==> src/sv/lidar_sector_obstacle_scan_macros.svh <==
// Assertion macros for the lidar sector obstacle scan block.
`ifndef LIDAR_SECTOR_OBSTACLE_SCAN_MACROS_SVH
`define LIDAR_SECTOR_OBSTACLE_SCAN_MACROS_SVH
`ifndef SYNTHESIS
`define LSOS_ASSERT_IMP(name, clk, rst_n, ante, cons) \
    name: assert property (@(posedge clk) disable iff (!rst_n) (ante) |-> (cons)) \
        else $error("assertion failed");
`define LSOS_ASSERT_NEXT(name, clk, rst_n, ante, cons) \
    name: assert property (@(posedge clk) disable iff (!rst_n) (ante) |=> (cons)) \
        else $error("assertion failed");
`else
`define LSOS_ASSERT_IMP(name, clk, rst_n, ante, cons)
`define LSOS_ASSERT_NEXT(name, clk, rst_n, ante, cons)
`endif
`endif

==> src/sv/lsos_pkg.sv <==
// Shared types and constants for the lidar sector obstacle scan block.
`timescale 1ns / 1ps
package lsos_pkg;

    localparam int MAX_SCAN_SAMPLES = 1024;
    localparam int IDX_W   = $clog2(MAX_SCAN_SAMPLES);
    localparam int LEN_W   = 11;
    localparam int N_W     = (IDX_W + 1 > LEN_W) ? IDX_W + 1 : LEN_W;
    localparam int B_W     = N_W + 3;
    localparam int RANGE_W = 16;
    localparam int SIDE_W  = 17;
    localparam int TOTAL_W = RANGE_W + IDX_W;
    localparam int CNT_W   = IDX_W + 1;
    localparam int PROD_W  = TOTAL_W + CNT_W;

    localparam int CFG_IDX_W  = 3;
    localparam int CFG_DATA_W = 16;

    localparam int QUEUE_DEPTH = 4;
    localparam int QPTR_W      = $clog2(QUEUE_DEPTH);

    localparam logic [N_W-1:0]     MIN_SCAN        = N_W'(16);
    localparam logic [N_W-1:0]     MAX_SCAN        = N_W'(MAX_SCAN_SAMPLES);
    localparam logic [RANGE_W-1:0] NO_RETURN_MM    = 16'hFFFF;
    localparam logic [RANGE_W-1:0] FRONT_REAR_INIT = RANGE_W'(12000);
    localparam logic [SIDE_W-1:0]  SIDE_MIN_INIT   = SIDE_W'(100000);

    localparam logic [LEN_W-1:0]   SCAN_LENGTH_RST     = LEN_W'(360);
    localparam logic [RANGE_W-1:0] VALID_RANGE_MAX_RST = RANGE_W'(12000);
    localparam logic [RANGE_W-1:0] FRONT_LIMIT_RST     = RANGE_W'(1700);
    localparam logic [RANGE_W-1:0] REAR_LIMIT_RST      = RANGE_W'(700);
    localparam logic [RANGE_W-1:0] AVOID_LIMIT_RST     = RANGE_W'(1500);

    typedef enum logic [CFG_IDX_W-1:0] {
        CFG_SCAN_LENGTH     = 3'd0,
        CFG_VALID_RANGE_MAX = 3'd1,
        CFG_FRONT_LIMIT     = 3'd2,
        CFG_REAR_LIMIT      = 3'd3,
        CFG_AVOID_LIMIT     = 3'd4
    } cfg_reg_t;

    typedef struct packed {
        logic [LEN_W-1:0]   scan_length;
        logic [RANGE_W-1:0] valid_range_max;
        logic [RANGE_W-1:0] front_limit;
        logic [RANGE_W-1:0] rear_limit;
        logic [RANGE_W-1:0] avoid_limit;
    } cfg_t;

    typedef struct packed {
        logic [RANGE_W-1:0] range;
        logic               hit;
        logic               valid;
        logic               in_front;
        logic               in_rear;
        logic               in_right;
        logic               in_left;
        logic               last;
    } item_t;

    typedef struct packed {
        logic full;
        logic empty;
    } queue_stat_t;

    typedef struct packed {
        logic snap_full;
        logic snap_load;
        logic snap_move;
    } back_stat_t;

endpackage

==> src/sv/lsos_front.sv <==
// Front end: sample counter and sector classification of each accepted item.
`timescale 1ns / 1ps
module lsos_front (
    input  logic                          clk,
    input  logic                          rst_n,
    input  logic                          in_valid,
    output logic                          in_ready,
    input  logic [lsos_pkg::RANGE_W-1:0]  range_mm,
    input  lsos_pkg::cfg_t                cfg,
    input  lsos_pkg::queue_stat_t         q_stat,
    output logic                          push,
    output lsos_pkg::item_t               item
);

    logic [lsos_pkg::IDX_W-1:0] idx_reg;
    logic [lsos_pkg::IDX_W-1:0] idx_next;
    logic [lsos_pkg::N_W-1:0]   len_raw;
    logic [lsos_pkg::N_W-1:0]   n;
    logic [lsos_pkg::B_W-1:0]   nx;
    logic [lsos_pkg::B_W-1:0]   i;
    logic [lsos_pkg::B_W-1:0]   b2;
    logic [lsos_pkg::B_W-1:0]   b3;
    logic [lsos_pkg::B_W-1:0]   b4;
    logic [lsos_pkg::B_W-1:0]   b5;
    logic [lsos_pkg::B_W-1:0]   b6;
    logic [lsos_pkg::B_W-1:0]   rear_mid;
    logic [lsos_pkg::B_W-1:0]   delta;
    logic                       last;
    logic                       hit;

    assign len_raw = lsos_pkg::N_W'(cfg.scan_length);

    always_comb
    begin
        priority if (len_raw < lsos_pkg::MIN_SCAN)
        begin
            n = lsos_pkg::MIN_SCAN;
        end
        else if (len_raw > lsos_pkg::MAX_SCAN)
        begin
            n = lsos_pkg::MAX_SCAN;
        end
        else
        begin
            n = len_raw;
        end
    end

    assign nx       = lsos_pkg::B_W'(n);
    assign i        = lsos_pkg::B_W'(idx_reg);
    assign b2       = (nx << 1) >> 4;
    assign b3       = ((nx << 1) + nx) >> 4;
    assign b4       = nx >> 2;
    assign b5       = ((nx << 2) + nx) >> 4;
    assign b6       = ((nx << 2) + (nx << 1)) >> 4;
    assign rear_mid = ((nx << 1) + nx) >> 2;
    assign delta    = nx >> 3;
    assign last     = (i + lsos_pkg::B_W'(1)) >= nx;
    assign hit      = range_mm != lsos_pkg::NO_RETURN_MM;

    assign in_ready = !q_stat.full;
    assign push     = in_valid && in_ready;

    always_comb
    begin
        item.range    = range_mm;
        item.hit      = hit;
        item.valid    = hit && (range_mm != '0) && (range_mm < cfg.valid_range_max);
        item.in_front = (i >= b3) && (i < b5);
        item.in_rear  = (i <= rear_mid + delta) && (i >= rear_mid - delta);
        item.in_right = (i >= b2) && (i < b4);
        item.in_left  = (i >= b4) && (i < b6);
        item.last     = last;
    end

    always_comb
    begin
        idx_next = idx_reg;
        if (push)
        begin
            idx_next = last ? '0 : idx_reg + lsos_pkg::IDX_W'(1);
        end
    end

    always_ff @(posedge clk or negedge rst_n)
    begin
        if (!rst_n)
        begin
            idx_reg <= '0;
        end
        else
        begin
            idx_reg <= idx_next;
        end
    end

endmodule

==> src/sv/lsos_queue.sv <==
// Short item queue between the front and back parts.
`timescale 1ns / 1ps
module lsos_queue (
    input  logic                   clk,
    input  logic                   rst_n,
    input  logic                   push,
    input  lsos_pkg::item_t        item_in,
    input  logic                   pop,
    output lsos_pkg::item_t        item_out,
    output lsos_pkg::queue_stat_t  stat
);

    lsos_pkg::item_t               mem_reg [lsos_pkg::QUEUE_DEPTH];
    logic [lsos_pkg::QPTR_W-1:0]   wr_ptr_reg;
    logic [lsos_pkg::QPTR_W-1:0]   wr_ptr_next;
    logic [lsos_pkg::QPTR_W-1:0]   rd_ptr_reg;
    logic [lsos_pkg::QPTR_W-1:0]   rd_ptr_next;
    logic [lsos_pkg::QPTR_W:0]     count_reg;
    logic [lsos_pkg::QPTR_W:0]     count_next;

    assign stat.full  = count_reg == (lsos_pkg::QPTR_W+1)'(lsos_pkg::QUEUE_DEPTH);
    assign stat.empty = count_reg == '0;
    assign item_out   = mem_reg[rd_ptr_reg];

    always_comb
    begin
        wr_ptr_next = push ? wr_ptr_reg + lsos_pkg::QPTR_W'(1) : wr_ptr_reg;
        rd_ptr_next = pop ? rd_ptr_reg + lsos_pkg::QPTR_W'(1) : rd_ptr_reg;
        count_next  = count_reg;
        unique case ({push, pop})
            2'b10:   count_next = count_reg + (lsos_pkg::QPTR_W+1)'(1);
            2'b01:   count_next = count_reg - (lsos_pkg::QPTR_W+1)'(1);
            default: count_next = count_reg;
        endcase
    end

    always_ff @(posedge clk)
    begin
        if (push)
        begin
            mem_reg[wr_ptr_reg] <= item_in;
        end
    end

    always_ff @(posedge clk or negedge rst_n)
    begin
        if (!rst_n)
        begin
            wr_ptr_reg <= '0;
            rd_ptr_reg <= '0;
            count_reg  <= '0;
        end
        else
        begin
            wr_ptr_reg <= wr_ptr_next;
            rd_ptr_reg <= rd_ptr_next;
            count_reg  <= count_next;
        end
    end

endmodule

==> src/sv/lsos_back.sv <==
// Back end: running sector minima and side sums, end-of-scan decision pipeline.
`timescale 1ns / 1ps
module lsos_back (
    input  logic                          clk,
    input  logic                          rst_n,
    input  lsos_pkg::queue_stat_t         q_stat,
    input  lsos_pkg::item_t               head,
    output logic                          pop,
    input  lsos_pkg::cfg_t                cfg,
    output logic                          out_valid,
    input  logic                          out_ready,
    output logic                          front_obstacle,
    output logic                          rear_obstacle,
    output logic                          avoid_obstacle,
    output logic                          left_side_flag,
    output logic                          right_side_flag,
    output logic [lsos_pkg::SIDE_W-1:0]   right_min_mm,
    output logic [lsos_pkg::SIDE_W-1:0]   left_min_mm,
    output lsos_pkg::back_stat_t          stat
);

    logic [lsos_pkg::RANGE_W-1:0] fmin_reg, fmin_next;
    logic [lsos_pkg::RANGE_W-1:0] bmin_reg, bmin_next;
    logic [lsos_pkg::SIDE_W-1:0]  rmin_reg, rmin_next;
    logic [lsos_pkg::SIDE_W-1:0]  lmin_reg, lmin_next;
    logic [lsos_pkg::TOTAL_W-1:0] rtot_reg, rtot_next;
    logic [lsos_pkg::TOTAL_W-1:0] ltot_reg, ltot_next;
    logic [lsos_pkg::CNT_W-1:0]   rcnt_reg, rcnt_next;
    logic [lsos_pkg::CNT_W-1:0]   lcnt_reg, lcnt_next;

    logic [lsos_pkg::RANGE_W-1:0] u_fmin, u_bmin;
    logic [lsos_pkg::SIDE_W-1:0]  u_rmin, u_lmin;
    logic [lsos_pkg::TOTAL_W-1:0] u_rtot, u_ltot;
    logic [lsos_pkg::CNT_W-1:0]   u_rcnt, u_lcnt;
    logic [lsos_pkg::SIDE_W-1:0]  r_side;

    logic                         snap_valid_reg, snap_valid_next;
    logic [lsos_pkg::RANGE_W-1:0] snap_fmin_reg, snap_bmin_reg;
    logic [lsos_pkg::SIDE_W-1:0]  snap_rmin_reg, snap_lmin_reg;
    logic [lsos_pkg::TOTAL_W-1:0] snap_rtot_reg, snap_ltot_reg;
    logic [lsos_pkg::CNT_W-1:0]   snap_rcnt_reg, snap_lcnt_reg;

    logic                         prod_valid_reg, prod_valid_next;
    logic [lsos_pkg::PROD_W-1:0]  lhs_reg, rhs_reg;
    logic                         zero_reg, pf_reg, pb_reg, pa_reg;
    logic [lsos_pkg::SIDE_W-1:0]  p_rmin_reg, p_lmin_reg;

    logic                         out_valid_reg, out_valid_next;
    logic                         o_front_reg, o_rear_reg, o_avoid_reg, o_left_reg;
    logic [lsos_pkg::SIDE_W-1:0]  o_rmin_reg, o_lmin_reg;

    logic out_move, prod_move, prod_free, snap_move, snap_free, snap_load;

    assign out_move  = !out_valid_reg || out_ready;
    assign prod_move = prod_valid_reg && out_move;
    assign prod_free = !prod_valid_reg || out_move;
    assign snap_move = snap_valid_reg && prod_free;
    assign snap_free = !snap_valid_reg || prod_free;
    assign pop       = !q_stat.empty && (!head.last || snap_free);
    assign snap_load = pop && head.last;

    assign stat.snap_full = snap_valid_reg;
    assign stat.snap_load = snap_load;
    assign stat.snap_move = snap_move;

    assign r_side = lsos_pkg::SIDE_W'(head.range);

    always_comb
    begin
        u_fmin = (head.in_front && head.hit && head.range < fmin_reg) ? head.range : fmin_reg;
        u_bmin = (head.in_rear && head.hit && head.range < bmin_reg) ? head.range : bmin_reg;
        u_rmin = (head.in_right && head.hit && r_side < rmin_reg) ? r_side : rmin_reg;
        u_lmin = (head.in_left && head.hit && r_side < lmin_reg) ? r_side : lmin_reg;
        u_rtot = rtot_reg;
        u_rcnt = rcnt_reg;
        u_ltot = ltot_reg;
        u_lcnt = lcnt_reg;
        if (head.in_right && head.valid)
        begin
            u_rtot = rtot_reg + lsos_pkg::TOTAL_W'(head.range);
            u_rcnt = rcnt_reg + lsos_pkg::CNT_W'(1);
        end
        if (head.in_left && head.valid)
        begin
            u_ltot = ltot_reg + lsos_pkg::TOTAL_W'(head.range);
            u_lcnt = lcnt_reg + lsos_pkg::CNT_W'(1);
        end
    end

    always_comb
    begin
        fmin_next = fmin_reg;
        bmin_next = bmin_reg;
        rmin_next = rmin_reg;
        lmin_next = lmin_reg;
        rtot_next = rtot_reg;
        ltot_next = ltot_reg;
        rcnt_next = rcnt_reg;
        lcnt_next = lcnt_reg;
        if (pop)
        begin
            if (head.last)
            begin
                fmin_next = lsos_pkg::FRONT_REAR_INIT;
                bmin_next = lsos_pkg::FRONT_REAR_INIT;
                rmin_next = lsos_pkg::SIDE_MIN_INIT;
                lmin_next = lsos_pkg::SIDE_MIN_INIT;
                rtot_next = '0;
                ltot_next = '0;
                rcnt_next = '0;
                lcnt_next = '0;
            end
            else
            begin
                fmin_next = u_fmin;
                bmin_next = u_bmin;
                rmin_next = u_rmin;
                lmin_next = u_lmin;
                rtot_next = u_rtot;
                ltot_next = u_ltot;
                rcnt_next = u_rcnt;
                lcnt_next = u_lcnt;
            end
        end
    end

    always_comb
    begin
        snap_valid_next = snap_valid_reg;
        if (snap_load)
        begin
            snap_valid_next = 1'b1;
        end
        else if (snap_move)
        begin
            snap_valid_next = 1'b0;
        end
        prod_valid_next = prod_valid_reg;
        if (snap_move)
        begin
            prod_valid_next = 1'b1;
        end
        else if (prod_move)
        begin
            prod_valid_next = 1'b0;
        end
        out_valid_next = out_valid_reg;
        if (prod_move)
        begin
            out_valid_next = 1'b1;
        end
        else if (out_ready)
        begin
            out_valid_next = 1'b0;
        end
    end

    always_ff @(posedge clk or negedge rst_n)
    begin
        if (!rst_n)
        begin
            fmin_reg       <= lsos_pkg::FRONT_REAR_INIT;
            bmin_reg       <= lsos_pkg::FRONT_REAR_INIT;
            rmin_reg       <= lsos_pkg::SIDE_MIN_INIT;
            lmin_reg       <= lsos_pkg::SIDE_MIN_INIT;
            rtot_reg       <= '0;
            ltot_reg       <= '0;
            rcnt_reg       <= '0;
            lcnt_reg       <= '0;
            snap_valid_reg <= 1'b0;
            prod_valid_reg <= 1'b0;
            out_valid_reg  <= 1'b0;
        end
        else
        begin
            fmin_reg       <= fmin_next;
            bmin_reg       <= bmin_next;
            rmin_reg       <= rmin_next;
            lmin_reg       <= lmin_next;
            rtot_reg       <= rtot_next;
            ltot_reg       <= ltot_next;
            rcnt_reg       <= rcnt_next;
            lcnt_reg       <= lcnt_next;
            snap_valid_reg <= snap_valid_next;
            prod_valid_reg <= prod_valid_next;
            out_valid_reg  <= out_valid_next;
        end
    end

    always_ff @(posedge clk)
    begin
        if (snap_load)
        begin
            snap_fmin_reg <= u_fmin;
            snap_bmin_reg <= u_bmin;
            snap_rmin_reg <= u_rmin;
            snap_lmin_reg <= u_lmin;
            snap_rtot_reg <= u_rtot;
            snap_ltot_reg <= u_ltot;
            snap_rcnt_reg <= u_rcnt;
            snap_lcnt_reg <= u_lcnt;
        end
        if (snap_move)
        begin
            lhs_reg    <= lsos_pkg::PROD_W'(snap_ltot_reg) * lsos_pkg::PROD_W'(snap_rcnt_reg);
            rhs_reg    <= lsos_pkg::PROD_W'(snap_rtot_reg) * lsos_pkg::PROD_W'(snap_lcnt_reg);
            zero_reg   <= (snap_lcnt_reg == '0) || (snap_rcnt_reg == '0);
            pf_reg     <= snap_fmin_reg < cfg.front_limit;
            pb_reg     <= snap_bmin_reg < cfg.rear_limit;
            pa_reg     <= snap_fmin_reg < cfg.avoid_limit;
            p_rmin_reg <= snap_rmin_reg;
            p_lmin_reg <= snap_lmin_reg;
        end
        if (prod_move)
        begin
            o_front_reg <= pf_reg;
            o_rear_reg  <= pb_reg;
            o_avoid_reg <= pa_reg;
            o_left_reg  <= zero_reg || (lhs_reg < rhs_reg);
            o_rmin_reg  <= p_rmin_reg;
            o_lmin_reg  <= p_lmin_reg;
        end
    end

    assign out_valid       = out_valid_reg;
    assign front_obstacle  = o_front_reg;
    assign rear_obstacle   = o_rear_reg;
    assign avoid_obstacle  = o_avoid_reg;
    assign left_side_flag  = o_left_reg;
    assign right_side_flag = !o_left_reg;
    assign right_min_mm    = o_rmin_reg;
    assign left_min_mm     = o_lmin_reg;

endmodule

==> src/sv/lidar_sector_obstacle_scan.sv <==
// Top level of the lidar sector obstacle scan: config registers, front, queue, back.
//
//  channel  handshake             payload
//  in       in_valid / in_ready   range_mm
//  out      out_valid / out_ready front/rear/avoid flags, side flags, side minima
//  cfg      cfg_valid / cfg_ready cfg_index, cfg_data
//
// One sample per cycle is taken while the four-entry queue has room; the back part
// drains one item per cycle unless its result stages are full, so the sustained
// rate is one item per clock while the output is taken. A scan result passes
// through queue, snapshot, cross-multiply and output registers after its last sample.
// The back part holds the last sample of a scan only while its result stages are full.
// Reset restores the register defaults and clears all running values; no clearing pass.
`timescale 1ns / 1ps
`include "lidar_sector_obstacle_scan_macros.svh"
module lidar_sector_obstacle_scan (
    input  logic                             clk,
    input  logic                             rst_n,
    input  logic                             in_valid,
    output logic                             in_ready,
    input  logic [lsos_pkg::RANGE_W-1:0]     range_mm,
    output logic                             out_valid,
    input  logic                             out_ready,
    output logic                             front_obstacle,
    output logic                             rear_obstacle,
    output logic                             avoid_obstacle,
    output logic                             left_side_flag,
    output logic                             right_side_flag,
    output logic [lsos_pkg::SIDE_W-1:0]      right_min_mm,
    output logic [lsos_pkg::SIDE_W-1:0]      left_min_mm,
    input  logic                             cfg_valid,
    output logic                             cfg_ready,
    input  logic [lsos_pkg::CFG_IDX_W-1:0]   cfg_index,
    input  logic [lsos_pkg::CFG_DATA_W-1:0]  cfg_data
);

    lsos_pkg::cfg_t         cfg_reg;
    lsos_pkg::cfg_t         cfg_next;
    lsos_pkg::queue_stat_t  q_stat;
    lsos_pkg::back_stat_t   b_stat;
    lsos_pkg::item_t        push_item;
    lsos_pkg::item_t        head_item;
    logic                   push;
    logic                   pop;

    assign cfg_ready = 1'b1;

    always_comb
    begin
        cfg_next = cfg_reg;
        if (cfg_valid && cfg_ready)
        begin
            unique case (cfg_index)
                lsos_pkg::CFG_SCAN_LENGTH:
                    cfg_next.scan_length = cfg_data[lsos_pkg::LEN_W-1:0];
                lsos_pkg::CFG_VALID_RANGE_MAX:
                    cfg_next.valid_range_max = cfg_data;
                lsos_pkg::CFG_FRONT_LIMIT:
                    cfg_next.front_limit = cfg_data;
                lsos_pkg::CFG_REAR_LIMIT:
                    cfg_next.rear_limit = cfg_data;
                lsos_pkg::CFG_AVOID_LIMIT:
                    cfg_next.avoid_limit = cfg_data;
                default:
                    cfg_next = cfg_reg;
            endcase
        end
    end

    always_ff @(posedge clk or negedge rst_n)
    begin
        if (!rst_n)
        begin
            cfg_reg.scan_length     <= lsos_pkg::SCAN_LENGTH_RST;
            cfg_reg.valid_range_max <= lsos_pkg::VALID_RANGE_MAX_RST;
            cfg_reg.front_limit     <= lsos_pkg::FRONT_LIMIT_RST;
            cfg_reg.rear_limit      <= lsos_pkg::REAR_LIMIT_RST;
            cfg_reg.avoid_limit     <= lsos_pkg::AVOID_LIMIT_RST;
        end
        else
        begin
            cfg_reg <= cfg_next;
        end
    end

    lsos_front u_front (
        .clk      (clk),
        .rst_n    (rst_n),
        .in_valid (in_valid),
        .in_ready (in_ready),
        .range_mm (range_mm),
        .cfg      (cfg_reg),
        .q_stat   (q_stat),
        .push     (push),
        .item     (push_item)
    );

    lsos_queue u_queue (
        .clk      (clk),
        .rst_n    (rst_n),
        .push     (push),
        .item_in  (push_item),
        .pop      (pop),
        .item_out (head_item),
        .stat     (q_stat)
    );

    lsos_back u_back (
        .clk             (clk),
        .rst_n           (rst_n),
        .q_stat          (q_stat),
        .head            (head_item),
        .pop             (pop),
        .cfg             (cfg_reg),
        .out_valid       (out_valid),
        .out_ready       (out_ready),
        .front_obstacle  (front_obstacle),
        .rear_obstacle   (rear_obstacle),
        .avoid_obstacle  (avoid_obstacle),
        .left_side_flag  (left_side_flag),
        .right_side_flag (right_side_flag),
        .right_min_mm    (right_min_mm),
        .left_min_mm     (left_min_mm),
        .stat            (b_stat)
    );

    `LSOS_ASSERT_IMP(a_snap_no_overwrite, clk, rst_n, b_stat.snap_load && b_stat.snap_full, b_stat.snap_move)
    `LSOS_ASSERT_NEXT(a_snap_loaded, clk, rst_n, b_stat.snap_load, b_stat.snap_full)
    `LSOS_ASSERT_IMP(a_side_flags, clk, rst_n, out_valid, left_side_flag != right_side_flag)
    `LSOS_ASSERT_IMP(a_side_min_bound, clk, rst_n, out_valid, (right_min_mm <= lsos_pkg::SIDE_MIN_INIT) && (left_min_mm <= lsos_pkg::SIDE_MIN_INIT))

endmodule

==> config.mk <==
export PLATFORM = sky130hd
export DESIGN_NAME = lidar_sector_obstacle_scan
export DESIGN_NICKNAME = d
export VERILOG_FILES = /design/src/sv/lsos_pkg.sv /design/src/sv/lsos_front.sv /design/src/sv/lsos_queue.sv /design/src/sv/lsos_back.sv /design/src/sv/lidar_sector_obstacle_scan.sv
export VERILOG_INCLUDE_DIRS = /design/src /design/src/sv
export SDC_FILE = /design/constraint.sdc
export NUM_CORES = 2
export LEC_CHECK = 0
export BUFFER_PORTS_ARGS = -buffer_cell sky130_fd_sc_hd__buf_2
export CORE_MARGIN = 4
export CORE_UTILIZATION = 60
export DETAILED_ROUTE_END_ITERATION = 16
export HOLD_SLACK_MARGIN = 0.12
export PLACE_DENSITY = 0.81
export SYNTH_ARGS = -nofsm -noshare
export SYNTH_HDL_FRONTEND = slang
export SYNTH_SLANG_ARGS = --single-unit
==> constraint.sdc <==
create_clock -name clk -period 7 [get_ports clk]
set_input_delay 1.4 -clock clk [delete_from_list [all_inputs] [get_ports clk]]
set_output_delay 1.4 -clock clk [all_outputs]
set_load 0.01 [all_outputs]
==> results.cfg <==
[clock_network]
postCtsResizedCells = 0
cts_root_buffer = clkbuf_16
post_cts.repair.setup_buffers = 0
numClockSinks = 617
path_clk_slew_ns = 0.06
htree_levels = 3
cts_max_path_buffers = 3
cts.hold.buffers_added = 0
cts_tree = yes
clkLatencyLatePin_ns = 0.61
numCtsBuffers = 66

[yosys]
synth.area.top_cells = edfxtp_1 23%, fa_1 18%, ha_1 12%, dfrtp_1 9.2%, inv_1 4.8%
syn_nets = 5594
synth_edf_count = 382
syn_inst = 4664
async_flop_share_pct = 38.1
syn_area_per_cell_um2 = 10.5
synth.top_cells.by_count = 629 x inv_1, 605 x nand2_1, 454 x ha_1
ys.warnings.count = 0
yosys_most_used_dff = edfxtp_1
synth_top_area_share_pct = 23.4
synth_seq_cells = 617
mappedNetlistArea_um2 = 48900
yosysTopAreaCell = edfxtp_1
ys_seq_area_share_pct = 35.6
yosysUniqueCellTypes = 79
synthMostInstantiatedCell = inv_1

[worst_setup_path]
slowest_delay_ns = 0.83
path_buf_inv = 3
crit_path_start_kind = register
cp.required_ns = 7.34
crit_path_end_kind = register
crit_top_cell = fa_1
crit_fanout = 21
path_class = reg -> reg
rrSetupSlack_ns = 0.47
cp_cell_sequence = nand2_1, fa_1, inv_1, fa_1, inv_1, fa_1, fa_1, fa_1, inv_1, ha_1, nand2_1, nor4_1, nand3_1, a21oi_1, nor2_1, o31ai_1, o221ai_1, a21oi_1, xnor2_1
critPathTopFamily = adder cells
r2r-end = u_back.rhs_reg[36]
arrival_ns = 6.87
worstReg2RegStart = u_back.snap_lcnt_reg[6]
rr_worst_depth = 19
crit_path_top_delay_cell = edfxtp_1

[floorplanning]
core-area_um2 = 80700
fp-row-count = 104
die-area_um2 = 86200
start_util_pct = 60.7
boundaryPins = 82
dieHeight_um = 294
die_w_um = 294

[timing]
layout_worst_path_cycle_share_pct = 93.3
fmax_ghz = 0.153
tns_ns = 0
hold_viol_final = 0
holdWs_ns = 0.406
tightest_slew_ns = 1.20
maxSlewViolCount = 0
rsz0062_at_grt = false
layout_min_cycle_time_ns = 6.53
setup_viol = 0
slew_headroom_pct = 19.8
fin_skew_ns = 0.0312

[grt]
grt_antenna_before_repair = 5
grt_util_all_layers_pct = 27.2
grt_pass1_vias = 35800
grt_max_degree = 126
grt_pass1_wl_um = 187000
overflow = 0

[cells_and_area]
multi_input_area_um2 = 28400
ff_latch_area_um2 = 17400
n_fill_cell = 6065
drive_above_1_share_pct = 8.07
syn_to_final_growth_pct = 7.21
largest_register_ffs = 92
nNetsFinal = 5599

[hold_path]
hold_class = reg -> reg
min_to = u_back.p_lmin_reg[1]
hold_start = u_back.snap_lmin_reg[1]
holdPathStages = 0

[job]
cap_violations = 0

[route]
drc = 0
vias_per_cell = 5.95
vias = 34500
dr.pass1.iters = 6
drtAntennaViolNets = 0
routed_wl_um = 116000
wl_per_cell_um = 20.0
detail_route.iter0.violations = 2677

[placement]
place_hpwl_um = 83900
portBuffers = 80
gp_congestion = 0.907

[status]
outcome = completed
-- through the flow --
step | instances | cell area, um2 | worst slack (ns) | utilization [%]
2_1_floorplan | 4664 | 48900 | 0.160 | -
3_3_place_gp | 5656 | 50300 | 0.574 | 62.4
3_5_place_dp | 5656 | 50300 | 0.363 | 62.4
4_1_cts | 5777 | 52400 | 0.350 | 65.0
5_1_grt | 5786 | 52500 | 0.0276 | 65.0
6_report | 5786 | 52500 | 0.471 | 65.0
-- how the worst max path moves through the flow --
| stage | start | endpoint | slack, ns | depth (start not counted) |
|---|---|---|---|---|
| 2_1_floorplan | out_ready | u_back.rmin_reg[13] | 0.16 | 9 |
| 3_3_place_gp | u_back.snap_lcnt_reg[10] | u_back.rhs_reg[35] | 0.57 | 20 |
| 3_5_place_dp | u_back.snap_lcnt_reg[10] | u_back.rhs_reg[36] | 0.36 | 18 |
| 4_1_cts | u_back.snap_lcnt_reg[10] | u_back.rhs_reg[36] | 0.35 | 18 |
| 5_1_grt | u_back.snap_lcnt_reg[6] | u_back.rhs_reg[36] | 0.03 | 19 |
| 6_report | u_back.snap_lcnt_reg[6] | u_back.rhs_reg[36] | 0.47 | 19 |
-- area by class of cell --
type / instances / share of cell area (%)
Multi-Input combinational cell: 3216 / 54.1
Sequential cell: 617 / 33.2
Inverter: 632 / 4.53
Clock buffer: 92 / 3.49
Tap cell: 1060 / 2.53
Timing Repair Buffer: 136 / 1.64
Clock inverter: 29 / 0.508
Antenna cell: 4 / 0.0191
-- placed cells by master (no fill, tap or decap), types with 10 or more instances in the layout --
master,count
mux2_2,48
clkbuf_1,19
nand2_1,605
edfxtp_1,382
clkinv_1,13
nand4_1,31
clkbuf_16,67
dfstp_2,55
xnor2_1,114
or2_2,10
and2_1,260
nand2b_1,34
or3_1,14
buf_4,51
a2bb2oi_1,20
xor2_1,54
o211ai_1,13
dfrtp_1,180
o21a_1,38
nor2_1,113
a31oi_1,24
a21o_1,93
nor2b_1,31
o21ai_0,246
nor3_1,41
nand3_1,49
and3_1,32
nor4_1,19
a211oi_1,18
buf_2,79
o31ai_1,13
ha_1,454
mux4_2,23
o21bai_1,26
inv_1,629
a22o_1,84
fa_1,436
and4_1,10
a21oi_1,154
-- cell families after synthesis --
logic type                 Yosys count  synth area share (%)
xor gates and xnor gates           168                  3.01
muxes                               72                  2.18
and+or+nand+nor                   1278                  12.6
AOI/OAI and AO/OA                  805                  10.7
other                                1               0.00766
DFF                                617                  35.6
buffers and inverters              831                  6.47
adders and majority gates          892                  29.5
-- per-layer routing --
metal | global-route usage [%] | vias to the layer above | part of all wire, %
li1 | - | 15700 | -
met1 | 35.2 | 17100 | 40
met2 | 46.6 | 1335 | 49
met3 | 4.19 | 306 | 6.9
met4 | 10.6 | 0 | 4.1
met5 | 0 | - | 0
-- worst reg2reg max path, cell delays in order, from the launching register on --
cell and delay [ns]:
edfxtp_1 0.83, nand2_1 0.17, fa_1 0.54, inv_1 0.05, fa_1 0.47, inv_1 0.06
fa_1 0.51, fa_1 0.53, fa_1 0.57, inv_1 0.05, ha_1 0.38, nand2_1 0.13
nor4_1 0.38, nand3_1 0.14, a21oi_1 0.29, nor2_1 0.13, o31ai_1 0.49, o221ai_1 0.24
a21oi_1 0.21, xnor2_1 0.11
Power is left out: the tool's default activity adds up to more than one toggle a clock period on the data nets, which glitch-free logic cannot reach.
